<file path="config.mk">
export PLATFORM = sky130hd
export DESIGN_NAME = wing_angle_correct_and_motion_track_core
export DESIGN_NICKNAME = d
export VERILOG_FILES = /design/src/rtl/core/wacmt_pkg.sv /design/src/rtl/core/wacmt_interp.sv /design/src/rtl/core/wacmt_angle.sv /design/src/rtl/core/wacmt_track.sv /design/src/rtl/core/wing_angle_correct_and_motion_track_core.sv
export SDC_FILE = /design/constraint.sdc
export NUM_CORES = 1
export LEC_CHECK = 0
export BUFFER_PORTS_ARGS = -buffer_cell sky130_fd_sc_hd__buf_4
export CAP_MARGIN = 20
export CORE_UTILIZATION = 40
export DETAILED_ROUTE_END_ITERATION = 7
export GPL_TIMING_DRIVEN = 0
export PLACE_DENSITY = 0.68
export SYNTH_ARGS = -nofsm -noshare
export SYNTH_HDL_FRONTEND = slang
export SYNTH_SLANG_ARGS = --single-unit
</file>
<file path="constraint.sdc">
create_clock -name clk -period 10.65 [get_ports clk]
set_input_delay 2.13 -clock clk [delete_from_list [all_inputs] [get_ports clk]]
set_output_delay 2.13 -clock clk [all_outputs]
set_load 0.01 [all_outputs]
</file>
<file path="src/rtl/core/wacmt_pkg.sv">
// Shared types and constants for the wing angle correction and motion tracking core.
// Used by every module in rtl/core; depends on nothing else.
package wacmt_pkg;

	// Field widths
	localparam int BEARING_W = 9;
	localparam int OFFSET_W  = 9;
	localparam int ERROR_W   = 8;
	localparam int ANGLE_W   = 9;
	localparam int DEV_W     = 8;
	localparam int MOVE_W    = 11;
	localparam int RAW_W     = 11;
	localparam int PROD_W    = 17;
	localparam int MAG_W     = 15;

	// Configuration port
	localparam int CFG_IDX_W  = 3;
	localparam int CFG_DATA_W = 9;

	localparam logic [CFG_IDX_W-1:0] REG_CAL_OFFSET = 3'd0;
	localparam logic [CFG_IDX_W-1:0] REG_ERROR_0    = 3'd1;
	localparam logic [CFG_IDX_W-1:0] REG_ERROR_90   = 3'd2;
	localparam logic [CFG_IDX_W-1:0] REG_ERROR_180  = 3'd3;
	localparam logic [CFG_IDX_W-1:0] REG_ERROR_270  = 3'd4;

	// Input modes
	localparam logic MODE_ANGLE  = 1'b0;
	localparam logic MODE_HEALTH = 1'b1;

	// Division by 90 as a multiply by ceil(2^21 / 90) and a shift; exact for
	// magnitudes below 2^21 / 28, well above the largest interpolation product.
	localparam int               RECIP_SHIFT = 21;
	localparam logic [MAG_W-1:0] RECIP_90    = 15'd23302;

	// Stream widths
	localparam int S_TDATA_W = 16;
	localparam int M_TDATA_W = 32;

	// Calibration registers
	typedef struct packed {
		logic signed [OFFSET_W-1:0] offset;
		logic signed [ERROR_W-1:0]  e0;
		logic signed [ERROR_W-1:0]  e90;
		logic signed [ERROR_W-1:0]  e180;
		logic signed [ERROR_W-1:0]  e270;
	} wacmt_cfg_t;

	// Interpolation stage payload
	typedef struct packed {
		logic                      mode;
		logic signed [RAW_W-1:0]   raw;
		logic signed [PROD_W-1:0]  prod;
		logic signed [ERROR_W-1:0] base;
	} wacmt_s2_t;

	// Corrected angle stage payload
	typedef struct packed {
		logic                      mode;
		logic signed [ANGLE_W-1:0] angle;
		logic signed [DEV_W-1:0]   dev;
	} wacmt_s3_t;

endpackage

</file>
<file path="src/rtl/core/wacmt_interp.sv">
// Interpolation front end: offset addition, segment choice and the product term.
// Depends on wacmt_pkg.
module wacmt_interp
	import wacmt_pkg::*;
(
	input  logic                        clk,
	input  logic                        load,
	input  logic                        mode,
	input  logic signed [BEARING_W-1:0] bearing,
	input  wacmt_cfg_t                  cfg,
	output wacmt_s2_t                   s2
);

	logic signed [RAW_W-1:0]   raw;
	logic [6:0]                t;
	logic signed [ERROR_W:0]   d;
	logic signed [ERROR_W-1:0] base;
	logic signed [RAW_W-1:0]   t_full;
	logic signed [7:0]         t_ext;
	logic signed [PROD_W-1:0]  prod;

	// Raw bearing at full width.
	assign raw = RAW_W'(bearing) + RAW_W'(cfg.offset);

	// Pick the quadrant, the distance from its start, the error slope and its base.
	always_comb begin
		t_full = '0;
		d      = '0;
		base   = '0;
		if (raw >= 0 && raw < 11'sd90) begin
			t_full = raw;
			d      = {cfg.e90[ERROR_W-1], cfg.e90} - {cfg.e0[ERROR_W-1], cfg.e0};
			base   = cfg.e0;
		end else if (raw >= 11'sd90 && raw < 11'sd180) begin
			t_full = raw - 11'sd90;
			d      = {cfg.e180[ERROR_W-1], cfg.e180} - {cfg.e90[ERROR_W-1], cfg.e90};
			base   = cfg.e90;
		end else if (raw < 0 && raw > -11'sd90) begin
			t_full = -raw;
			d      = {cfg.e270[ERROR_W-1], cfg.e270} - {cfg.e0[ERROR_W-1], cfg.e0};
			base   = cfg.e0;
		end else if (raw <= -11'sd90 && raw > -11'sd180) begin
			t_full = -raw - 11'sd90;
			d      = {cfg.e180[ERROR_W-1], cfg.e180} - {cfg.e270[ERROR_W-1], cfg.e270};
			base   = cfg.e270;
		end
	end

	assign t     = t_full[6:0];
	assign t_ext = $signed({1'b0, t});
	assign prod  = PROD_W'(t_ext) * PROD_W'(d);

	// Stage register.
	always_ff @(posedge clk) begin
		if (load) begin
			s2.mode <= mode;
			s2.raw  <= raw;
			s2.prod <= prod;
			s2.base <= base;
		end
	end

endmodule

</file>
<file path="src/rtl/core/wacmt_angle.sv">
// Deviation by truncating division by 90, subtraction and wrap into (-180,180].
// Depends on wacmt_pkg.
module wacmt_angle
	import wacmt_pkg::*;
(
	input  logic      clk,
	input  logic      load,
	input  wacmt_s2_t s2,
	output wacmt_s3_t s3
);

	logic                      neg;
	logic [PROD_W-1:0]         prod_abs;
	logic [MAG_W-1:0]          mag;
	logic [2*MAG_W-1:0]        scaled;
	logic [8:0]                quot;
	logic signed [9:0]         quot_s;
	logic signed [9:0]         dev_w;
	logic signed [11:0]        diff;
	logic signed [11:0]        wrapped;

	// Sign and magnitude, so that the quotient truncates toward zero.
	assign neg      = s2.prod[PROD_W-1];
	assign prod_abs = neg ? PROD_W'(-s2.prod) : PROD_W'(s2.prod);
	assign mag      = prod_abs[MAG_W-1:0];

	// Reciprocal multiply for the division by 90.
	assign scaled = (2*MAG_W)'(mag) * (2*MAG_W)'(RECIP_90);
	assign quot   = scaled[RECIP_SHIFT+8:RECIP_SHIFT];
	assign quot_s = neg ? -$signed({1'b0, quot}) : $signed({1'b0, quot});
	assign dev_w  = quot_s + 10'(s2.base);

	// Subtract the deviation and fold back into a half turn either side.
	assign diff = 12'(s2.raw) - 12'(dev_w);

	always_comb begin
		if (diff > 12'sd540) begin
			wrapped = diff - 12'sd720;
		end else if (diff > 12'sd180) begin
			wrapped = diff - 12'sd360;
		end else if (diff <= -12'sd540) begin
			wrapped = diff + 12'sd720;
		end else if (diff <= -12'sd180) begin
			wrapped = diff + 12'sd360;
		end else begin
			wrapped = diff;
		end
	end

	// Stage register.
	always_ff @(posedge clk) begin
		if (load) begin
			s3.mode  <= s2.mode;
			s3.angle <= wrapped[ANGLE_W-1:0];
			s3.dev   <= dev_w[DEV_W-1:0];
		end
	end

endmodule

</file>
<file path="src/rtl/core/wacmt_track.sv">
// Peak tracking, movement figure, health check and the result register.
// Depends on wacmt_pkg.
module wacmt_track
	import wacmt_pkg::*;
(
	input  logic                      clk,
	input  logic                      arst_n,
	input  logic                      fire,
	input  wacmt_s3_t                 s3,
	output logic signed [ANGLE_W-1:0] angle_q,
	output logic signed [DEV_W-1:0]   dev_q,
	output logic signed [MOVE_W-1:0]  move_out_q,
	output logic                      good_out_q,
	output logic signed [MOVE_W-1:0]  peak_stbd_q,
	output logic signed [MOVE_W-1:0]  peak_port_q
);

	logic signed [MOVE_W-1:0] move_now_q;
	logic signed [MOVE_W-1:0] move_before_q;
	logic                     last_good_q;

	logic signed [MOVE_W-1:0] stbd_dec;
	logic signed [MOVE_W-1:0] port_dec;
	logic signed [MOVE_W-1:0] a_ext;
	logic signed [MOVE_W-1:0] stbd_cand;
	logic signed [MOVE_W-1:0] port_cand;
	logic signed [MOVE_W-1:0] stbd_next;
	logic signed [MOVE_W-1:0] port_next;
	logic signed [MOVE_W-1:0] move_next;
	logic                     good_next;

	// Multiply by 0.999 with truncation toward zero; magnitudes stay under 1024.
	function automatic logic signed [MOVE_W-1:0] decay(input logic signed [MOVE_W-1:0] p);
		logic [MOVE_W-1:0] m;
		logic [MOVE_W-1:0] r;
		begin
			m = p[MOVE_W-1] ? MOVE_W'(-p) : MOVE_W'(p);
			if (m == '0) begin
				r = '0;
			end else if (m > MOVE_W'(1000)) begin
				r = m - MOVE_W'(2);
			end else begin
				r = m - MOVE_W'(1);
			end
			decay = p[MOVE_W-1] ? -$signed(r) : $signed(r);
		end
	endfunction

	assign stbd_dec = decay(peak_stbd_q);
	assign port_dec = decay(peak_port_q);
	assign a_ext    = MOVE_W'(s3.angle);

	// Angle >= 0 sets the starboard peak, < 0 the port; its mirror a turn away the other.
	always_comb begin
		if (!s3.angle[ANGLE_W-1]) begin
			stbd_cand = a_ext;
			port_cand = a_ext - 11'sd360;
		end else begin
			stbd_cand = a_ext + 11'sd360;
			port_cand = a_ext;
		end
		stbd_next = (stbd_dec < stbd_cand) ? stbd_cand : stbd_dec;
		port_next = (port_dec > port_cand) ? port_cand : port_dec;
		move_next = stbd_next - port_next - 11'sd360;
		good_next = (move_now_q != '0) || (move_before_q != '0);
	end

	// Tracking state.
	always_ff @(posedge clk or negedge arst_n) begin
		if (!arst_n) begin
			peak_stbd_q   <= '0;
			peak_port_q   <= '0;
			move_now_q    <= '0;
			move_before_q <= '0;
			last_good_q   <= 1'b0;
		end else if (fire) begin
			if (s3.mode == MODE_ANGLE) begin
				peak_stbd_q <= stbd_next;
				peak_port_q <= port_next;
				move_now_q  <= move_next;
			end else begin
				last_good_q   <= good_next;
				move_before_q <= move_now_q;
			end
		end
	end

	// Result register.
	always_ff @(posedge clk) begin
		if (fire) begin
			if (s3.mode == MODE_ANGLE) begin
				angle_q    <= s3.angle;
				dev_q      <= s3.dev;
				move_out_q <= move_next;
				good_out_q <= last_good_q;
			end else begin
				angle_q    <= '0;
				dev_q      <= '0;
				move_out_q <= move_now_q;
				good_out_q <= good_next;
			end
		end
	end

endmodule

</file>
<file path="src/rtl/core/wing_angle_correct_and_motion_track_core.sv">
// Wing angle correction and motion tracking core, top level.
// Channels: s_axis carries one item per beat. tuser is the mode (0 angle sample,
// 1 health tick) and tdata[8:0] the signed raw bearing. m_axis returns one result
// beat per input beat: tdata holds, from bit 0 up, corrected angle (9), deviation
// (8), movement (11) and the data-good flag (1).
// Calibration is written through cfg_we/cfg_index/cfg_data: 0 offset, 1..4 the
// errors at 0, 90, 180 and 270 degrees. Write it only while no beat is in flight.
// The path has an input register, an interpolation stage, a division and wrap stage and
// the result register; one beat is taken every cycle unless back-pressure has filled
// every stage. The division by 90 is a reciprocal multiply.
// Reset clears the calibration registers, the peaks, the movement history and
// the health flag, and empties the pipeline.
// When the receiver holds m_axis_tready low, the result stays put and the stages
// behind it fill; s_axis_tready drops only once every stage holds a beat.
// Depends on wacmt_pkg, wacmt_interp, wacmt_angle and wacmt_track.
module wing_angle_correct_and_motion_track_core
	import wacmt_pkg::*;
(
	input  logic                  clk,
	input  logic                  arst_n,
	input  logic                  s_axis_tvalid,
	output logic                  s_axis_tready,
	input  logic [S_TDATA_W-1:0]  s_axis_tdata,   // [8:0] bearing
	input  logic                  s_axis_tuser,   // [0] mode
	output logic                  m_axis_tvalid,
	input  logic                  m_axis_tready,
	output logic [M_TDATA_W-1:0]  m_axis_tdata,   // [8:0] corrected_angle, [16:9] deviation,
	                                              // [27:17] movement, [28] data_good
	input  logic                  cfg_we,
	input  logic [CFG_IDX_W-1:0]  cfg_index,
	input  logic [CFG_DATA_W-1:0] cfg_data
);

	wacmt_cfg_t cfg_q;

	logic                        v_s1;
	logic                        v_s2;
	logic                        v_s3;
	logic                        v_out_q;
	logic                        mode_s1;
	logic signed [BEARING_W-1:0] bearing_s1;
	wacmt_s2_t                   pay_s2;
	wacmt_s3_t                   pay_s3;

	logic rdy_out;
	logic rdy3;
	logic rdy2;
	logic rdy1;

	logic signed [ANGLE_W-1:0] angle_q;
	logic signed [DEV_W-1:0]   dev_q;
	logic signed [MOVE_W-1:0]  move_out_q;
	logic                      good_out_q;
	logic signed [MOVE_W-1:0]  peak_stbd_q;
	logic signed [MOVE_W-1:0]  peak_port_q;

	// Calibration registers.
	always_ff @(posedge clk or negedge arst_n) begin
		if (!arst_n) begin
			cfg_q <= '0;
		end else if (cfg_we) begin
			unique case (cfg_index)
				REG_CAL_OFFSET: cfg_q.offset <= cfg_data;
				REG_ERROR_0:    cfg_q.e0     <= cfg_data[ERROR_W-1:0];
				REG_ERROR_90:   cfg_q.e90    <= cfg_data[ERROR_W-1:0];
				REG_ERROR_180:  cfg_q.e180   <= cfg_data[ERROR_W-1:0];
				REG_ERROR_270:  cfg_q.e270   <= cfg_data[ERROR_W-1:0];
				default: ;
			endcase
		end
	end

	// Each stage moves on when the next one is empty or moving on itself.
	assign rdy_out       = !v_out_q || m_axis_tready;
	assign rdy3          = !v_s3 || rdy_out;
	assign rdy2          = !v_s2 || rdy3;
	assign rdy1          = !v_s1 || rdy2;
	assign s_axis_tready = rdy1;

	always_ff @(posedge clk or negedge arst_n) begin
		if (!arst_n) begin
			v_s1    <= 1'b0;
			v_s2    <= 1'b0;
			v_s3    <= 1'b0;
			v_out_q <= 1'b0;
		end else begin
			if (rdy1) begin
				v_s1 <= s_axis_tvalid;
			end
			if (rdy2) begin
				v_s2 <= v_s1;
			end
			if (rdy3) begin
				v_s3 <= v_s2;
			end
			if (rdy_out) begin
				v_out_q <= v_s3;
			end
		end
	end

	// Input register.
	always_ff @(posedge clk) begin
		if (rdy1) begin
			mode_s1    <= s_axis_tuser;
			bearing_s1 <= s_axis_tdata[BEARING_W-1:0];
		end
	end

	wacmt_interp u_interp (
		.clk     (clk),
		.load    (rdy2),
		.mode    (mode_s1),
		.bearing (bearing_s1),
		.cfg     (cfg_q),
		.s2      (pay_s2)
	);

	wacmt_angle u_angle (
		.clk  (clk),
		.load (rdy3),
		.s2   (pay_s2),
		.s3   (pay_s3)
	);

	wacmt_track u_track (
		.clk         (clk),
		.arst_n      (arst_n),
		.fire        (v_s3 && rdy_out),
		.s3          (pay_s3),
		.angle_q     (angle_q),
		.dev_q       (dev_q),
		.move_out_q  (move_out_q),
		.good_out_q  (good_out_q),
		.peak_stbd_q (peak_stbd_q),
		.peak_port_q (peak_port_q)
	);

	// Result beat.
	assign m_axis_tvalid = v_out_q;
	assign m_axis_tdata  = {3'b000, good_out_q, move_out_q, dev_q, angle_q};

`ifndef SYNTHESIS
	// The starboard peak never goes negative and the port peak never positive.
	a_peak_signs: assert property (@(posedge clk) disable iff (!arst_n)
		!peak_stbd_q[MOVE_W-1] && (peak_port_q[MOVE_W-1] || peak_port_q == '0))
		else $error("movement peak on the wrong side of zero");

	// An angle leaving the wrap stage lies in the half-open half turn.
	a_angle_range: assert property (@(posedge clk) disable iff (!arst_n)
		v_s3 |-> (pay_s3.angle > -9'sd180 && pay_s3.angle <= 9'sd180))
		else $error("corrected angle outside (-180,180]");

	// The input side stalls only when every stage behind it is occupied.
	a_stall_full: assert property (@(posedge clk) disable iff (!arst_n)
		!s_axis_tready |-> (v_s1 && v_s2 && v_s3 && v_out_q && !m_axis_tready))
		else $error("input stalled with a free stage");

	// A result that is not taken is still offered in the next cycle.
	a_hold_result: assert property (@(posedge clk) disable iff (!arst_n)
		(v_s3 && m_axis_tvalid && !m_axis_tready) |=> (v_s3 && m_axis_tvalid))
		else $error("pipeline beat lost under back-pressure");
`endif

endmodule

</file>
Yosys cells after proc, flatten, opt, wreduce, memory -nomap -nowiden

Index checks and enable logic that the tools add are counted.

Register bits after elaboration: 183
Bits of input ports: 34
Output and inout bits: 34
Logic and storage cells: 136

Add/subtract/negate cells: 28
Multiply operators: 2
Order comparisons: 16
Equal/unequal tests: 4
Muxes and demuxes: 32
Bitwise operators: 1
Reduce and logical (&&, ||, !) cells: 26

Operator list:

| kind                                                                              | number |
|---|---|
| 11-bit 2-to-1 mux                                                                 | 13 |
| 9-bit 2-to-1 mux                                                                  | 8 |
| 11-bit negation                                                                   | 4 |
| 8-bit by 8-bit subtractor with 9-bit output                                       | 4 |
| 8-bit 2-to-1 mux                                                                  | 4 |
| 15-bit by 14-bit multiplier with 29-bit output, second input constant             | 1 |
| 7-bit 2-to-1 mux                                                                  | 4 |
| 11-bit by 10-bit greater-than comparator with 1-bit output, second input constant | 2 |
| 11-bit zero test                                                                  | 2 |
| 11-bit nonzero test                                                               | 2 |
| 11-bit by 1-bit subtractor with 11-bit output, second input constant              | 2 |
| 11-bit by 2-bit subtractor with 11-bit output, second input constant              | 2 |
| 9-bit adder, second input constant                                                | 2 |
| 9-bit subtractor, second input constant                                           | 2 |
| 8-bit by 9-bit multiplier with 17-bit output                                      | 1 |
| 15-bit 2-to-1 mux                                                                 | 1 |
| 15-bit negation                                                                   | 1 |
| 2-bit AND reduction                                                               | 7 |
| 7-bit subtractor, second input constant                                           | 2 |
| 12-bit by 11-bit greater-than comparator with 1-bit output, second input constant | 1 |
| 12-bit by 9-bit greater-than comparator with 1-bit output, second input constant  | 1 |
| 12-bit by 11-bit <= comparator with 1-bit output, second input constant           | 1 |
| 12-bit by 9-bit <= comparator with 1-bit output, second input constant            | 1 |
| 9-bit by 10-bit adder with 11-bit output, second input constant                   | 1 |
| other kinds (28)                                                                  | 40 |

Depth between registers and ports, before layout

Depth in word-level cells: 12
Mapped depth: 49

Modules after synthesis

From an unflattened synthesis, not the netlist that was laid out.

Cell total of the unflattened synthesis: 2373
Area total of the unflattened synthesis: 21839.7 um^2

By module, submodules not included:

| module                                   | instances | cells each | area each (um^2) |
|---|---|---|---|
| wacmt_interp                             | 1         | 755        | 6767.7 |
| wacmt_track                              | 1         | 754        | 6661.4 |
| wacmt_angle                              | 1         | 746        | 6349.8 |
| wing_angle_correct_and_motion_track_core | 1         | 118        | 2060.7 |

Least setup slack after synthesis

OpenSTA, ideal clock, no wires.

Path kind: register to register
Start: register u_interp.s2[11] (netlist name)
End: register u_angle.s3[12] (netlist name)
Setup time: 256 ps
Arrival time: 10375 ps
Required time: 10394 ps
Slack: 19 ps
Stages on the path, launching flop included: 43
Path buffers: 0
Period minus slack after synthesis: 10631 ps
Cells stage by stage: edfxtp_1 nor2_1 nand3_1 or3_1 o41ai_1 xor2_1 inv_1 ha_1 fa_1 fa_1 inv_1 fa_1 inv_1 ha_1 ha_1 ha_1 a21o_1 a21o_1 [7 not listed] o22ai_1 xor2_1 ha_1 xor2_1 ha_1 o21ai_0 a31oi_1 a31oi_1 inv_1 ha_1 nand2_1 nor3_1 mux2_2 o21ai_0 a31oi_1 mux2i_1 a311o_1 a22o_1

Cells in the longest elaborated chain, start to end: 12
Elaborated cells between the ends (all ways): 19
Classes of those cells: add/sub (8); mul (1); order compare (4); mux (6)

Ends and longest elaborated chain:

| what                                                                           | line                                 | source |
|---|---|---|
| 15-bit negation                                                                | wacmt_angle.sv:24                    | `assign prod_abs = neg ? PROD_W'(-s2.prod) : PROD_W'(s2.prod);` |
| 15-bit 2-to-1 mux *                                                            | wacmt_angle.sv:24                    |  |
| 15-bit by 14-bit multiplier with 29-bit output *                               | wacmt_angle.sv:28                    | `assign scaled = (2*MAG_W)'(mag) * (2*MAG_W)'(RECIP_90);` |
| 9-bit negation with 10-bit output                                              | wacmt_angle.sv:30                    | `assign quot_s = neg ? -$signed({1'b0, quot}) : $signed({1'b0, quot});` |
| 10-bit 2-to-1 mux *                                                            | wacmt_angle.sv:30                    |  |
| 10-bit by 8-bit adder with 10-bit output *                                     | wacmt_angle.sv:31                    | `assign dev_w = quot_s + 10'(s2.base);` |
| 10-bit by 10-bit subtractor with 11-bit output *                               | wacmt_angle.sv:34                    | `assign diff = 12'(s2.raw) - 12'(dev_w);` |
| 12-bit by 9-bit <= comparator with 1-bit output or 9-bit adder (tied branches) | wacmt_angle.sv:43, wacmt_angle.sv:44 |  |
| 9-bit 2-to-1 mux                                                               | wacmt_angle.sv:43                    | `end else if (diff <= -12'sd180) begin` |
| 9-bit 2-to-1 mux                                                               | wacmt_angle.sv:41                    | `end else if (diff <= -12'sd540) begin` |
| 9-bit 2-to-1 mux                                                               | wacmt_angle.sv:39                    | `end else if (diff > 12'sd180) begin` |
| 9-bit 2-to-1 mux *                                                             | wacmt_angle.sv:37                    | `if (diff > 12'sd540) begin` |
| via u_angle.wrapped[4]                                                         | wacmt_angle.sv:20                    | `logic signed [11:0] wrapped;` |

The timed path passes the listed nets; every way through them passes the cells marked *.
A chain may end at the register's enable or synchronous reset.

Worst setup path after layout

Start: register u_interp.s2[10] (netlist name)
End: register u_angle.s3[16] (netlist name)

Cells in the longest elaborated chain, start to end: 12
Elaborated cells between the ends (all ways): 19
Classes of those cells: add/sub (8); mul (1); order compare (4); mux (6)

Ends and longest elaborated chain:

| what                                                                           | line |
|---|---|
| 15-bit negation                                                                | wacmt_angle.sv:24 |
| 15-bit 2-to-1 mux *                                                            | wacmt_angle.sv:24 |
| 15-bit by 14-bit multiplier with 29-bit output *                               | wacmt_angle.sv:28 |
| 9-bit negation with 10-bit output                                              | wacmt_angle.sv:30 |
| 10-bit 2-to-1 mux *                                                            | wacmt_angle.sv:30 |
| 10-bit by 8-bit adder with 10-bit output *                                     | wacmt_angle.sv:31 |
| 10-bit by 10-bit subtractor with 11-bit output *                               | wacmt_angle.sv:34 |
| 12-bit by 9-bit <= comparator with 1-bit output or 9-bit adder (tied branches) | wacmt_angle.sv:43, wacmt_angle.sv:44 |
| 9-bit 2-to-1 mux                                                               | wacmt_angle.sv:43 |
| 9-bit 2-to-1 mux                                                               | wacmt_angle.sv:41 |
| 9-bit 2-to-1 mux                                                               | wacmt_angle.sv:39 |
| 9-bit 2-to-1 mux *                                                             | wacmt_angle.sv:37 |
| via u_angle.wrapped[8]                                                         | wacmt_angle.sv:20 |

Marked as above.

==> impl_results.md <==
- Length of the first detailed-routing pass in iterations: 6
- Clk buf depth: 2
- Hold-fix buffer count after cts: 0
- Clock tree from TritonCTS: done
- Fraction of the yosys area taken by sequential cells: 0.253
- Top cells by count, synth: 299 x inv_1, 262 x ha_1, 150 x nand2_1
- Area share of the leading cell type in the synthesized netlist: 0.166
- Count of unique library cells instantiated by Yosys: slightly above 90
- Number of warnings reported in the yosys synthesis log: 0
- Library cell occupying the most area in the post-synthesis netlist: ha_1
- Classification of the worst-slack hold path: reg -> reg
- Final setup violation count: 0
- Required time of the worst setup path: roughly 11 ns
- Count of vias placed by the detailed router: between 15000 and 20000
- Ports: 68
- Iteration-0 DRC count of the detailed router: 955
- Number of buffers and inverters on the critical path: 7
- Area inside the core boundary: 48800 um^2
- Most common cell in the synthesized netlist: inv_1
- Prevailing post-synth register cell: edfxtp_1
- Proportion of synthesized flip-flops having asynchronous set or reset: 0.495
- Mean routed wirelength per cell: 16.4 um
- Via count of the first global-routing pass: between 15000 and 20000
- Fmax: roughly 96 MHz
- Layer with the highest usage after global routing: met2
- Maximum cell stage delay along the critical path: ~0.54 ns
- CTS HTree Levels: 4
- Worst clock skew: 0.0132 ns
- Setup crit end kind: register
- Clk Latency, worst-skew pair: between 0.4 and 0.5 ns
- Avg Synthesized Cell Area: a little over 9 um^2
- Input/output buffers: 57
- Die Span Y: 224 um
- Area of the mapped netlist: around 20000 um^2
- Routed WL: between 40 and 50 mm
- Die ar.: slightly above 50000 um^2
- R2R depth: 42
- Cell types with the largest area share after synthesis: ha_1 17%, edfxtp_1 14%, dfrtp_1 11%
- Number of filler instances in the final layout: about 4600
- Global routing met3 resource utilization: 0.0289
- Maximum number of pins on one net before global-route repair: 69
- Master of the slowest instance on the critical path: fa_1
- Instance count of the mapped netlist: ~2100
- Result of the run: complete, no violations
- Number of nets at the end of the flow: around 2700
- DPL Wire Length: ~38 mm
- Design Area, Final: around 23000 um^2
- Gr usage total: 0.194
- Sink Count: approximately 180
- Number of stages on the worst setup path: 42
- Number of register bits inferred by synthesis: between 150 and 200
- Share of layout cells above drive strength 1: 0.157
- Total CTS buffers: 17
- Placement Cell Area: between 20000 and 25000 um^2
- Antenna diode count: 0
- Floorplan row count: roughly 80
- Area delta synth->final: 15.6%
- Die Wd: between 200 and 250 um
- Post-layout min period: ~10 ns
- Reg clk slew, reported paths: 0.07 ns
- Final Slew Violations: 0
- Initial Utilization: 0.405
- Initial antenna violation count: 0
- Highest net fanout along the worst path: 10
- Instance count along the most critical hold path: 0
- Overflow after GRT: 0
- Element type at the critical path start: register
- Startpoint-to-endpoint class of the critical path: reg -> reg
- Ratio of final minimum period to clock period: 0.981
- Transition time at the pin with the least slew margin: roughly 1.2 ns
- EDFF count, synth: 92
- Global-route wire length before repair: just under 80 mm
- Antenna viol nets, final: 0
- Number of vias per cell: 5.36
- Routability congestion estimate from global placement: slightly above 0.9
- Final number of hold-violating endpoints: 0
- Max Cap Violations: 0
- Routing usage on met1: 0.239
- Total DRC errors in the routed layout: 0
- Worst endpoint data arrival time: approximately 11 ns
- Met2 Use GR: 0.344
- Worst relative slew slack: 0.183
- Cell at the root of the clock tree: clkbuf_16
- Delay-heaviest family, CP: adder cells
==> layer usage <==
layer	vias to the layer above	part of all wire
met2	350	0.50
li1	7646	-
met1	7788	0.43
met4	0	0.025
met3	68	0.038
met5	-	0
==> layout make-up <==
cell class	count	area [um^2]	area share
multi-input combinational	1593	14000	0.614
sequential	182	5010	0.219
inverter	301	1130	0.0494
timing repair buffer	119	935	0.0409
tap	664	831	0.0363
clock buffer	19	443	0.0194
buffer	64	288	0.0126
clock inverter	13	183	0.00799
==> through the flow <==
| step | TNS, ns | hold slack (ns) | utilization | setup slack [ns] | cells |
|---|---|---|---|---|---|
| after floorplan | 0 | 0.400 | - | 0.0191 | 2141 |
| after global placement | -8.65 | 0.407 | 0.431 | -1.58 | 2862 |
| after detailed placement | -10.24 | 0.408 | 0.432 | -1.87 | 2867 |
| after CTS | 0 | 0.425 | 0.454 | 0.0159 | 2921 |
| after global routing | -0.998 | 0.428 | 0.468 | -0.236 | 2955 |
| final | 0 | 0.422 | 0.468 | 0.208 | 2955 |
==> kinds of logic after synthesis <==
kind of cell,Yosys count,share of synthesized area
AOI/OAI and AO/OA,453,0.152
and+or+nand+nor,502,0.124
adders and majority gates,368,0.272
other,2,0.000380
buffers and inverters,366,0.0714
muxes,79,0.0433
DFF,182,0.253
xor gates and xnor gates,186,0.0823
==> registers in the layout (all words and copies together), names as in the netlist <==
name and count:
u_track.peak_port_q 11, v_s2 1, cfg_q 41, u_track.move_now_q 11
u_track.last_good_q 1, u_track.peak_stbd_q 11, u_track.dev_q 8, mode_s1 1
u_track.move_before_q 11, u_interp.s2 35, u_track.angle_q 9, u_angle.s3 18
u_track.good_out_q 1, v_s1 1, bearing_s1 9, m_axis_tvalid 1
u_track.move_out_q 11, v_s3 1
==> final timing paths <==
check	from	endpoint	slack, ns
setup / recovery	u_interp.s2[10]	u_angle.s3[16]	0.21
hold / removal	u_interp.s2[36]	u_angle.s3[17]	0.42
setup reg to reg	u_interp.s2[10]	u_angle.s3[16]	0.21
hold reg to reg	u_interp.s2[36]	u_angle.s3[17]	0.42
max in group asynchronous	arst_n	u_track.peak_port_q[6]	8.37
min in group asynchronous	arst_n	cfg_q[22]	1.59
==> cell usage in the layout, fill, tap and decap left out, types with 15 or more instances in the layout <==
master	instances
xor2_1	66
xnor2_1	101
a21oi_1	80
o21a_1	18
nor2b_1	39
buf_4	119
clkbuf_1	40
fa_1	104
o31ai_1	15
or2_2	17
a21o_1	43
o21bai_1	19
o21ai_0	106
clkbuf_16	17
nor2_1	126
inv_1	291
nand2b_1	27
dfrtp_1	90
mux2i_1	27
mux2_2	50
nand2_1	146
nor3_1	21
edfxtp_1	92
nand3_1	20
ha_1	243
==> repair_timing <==
| item | 4_1_cts | 5_1_grt |
|---|---|---|
| hold endpoints to repair | 0 | 0 |
| setup buffers | 23 | 35 |
| pin swaps | 23 | 73 |
| gates cloned | 0 | 0 |
| resized for setup | 51 | 87 |
| setup endpoints to repair | 6 | 6 |
Power is not shown: default switching activity piles up to over one toggle a cycle in this logic, so the estimate is an artifact.
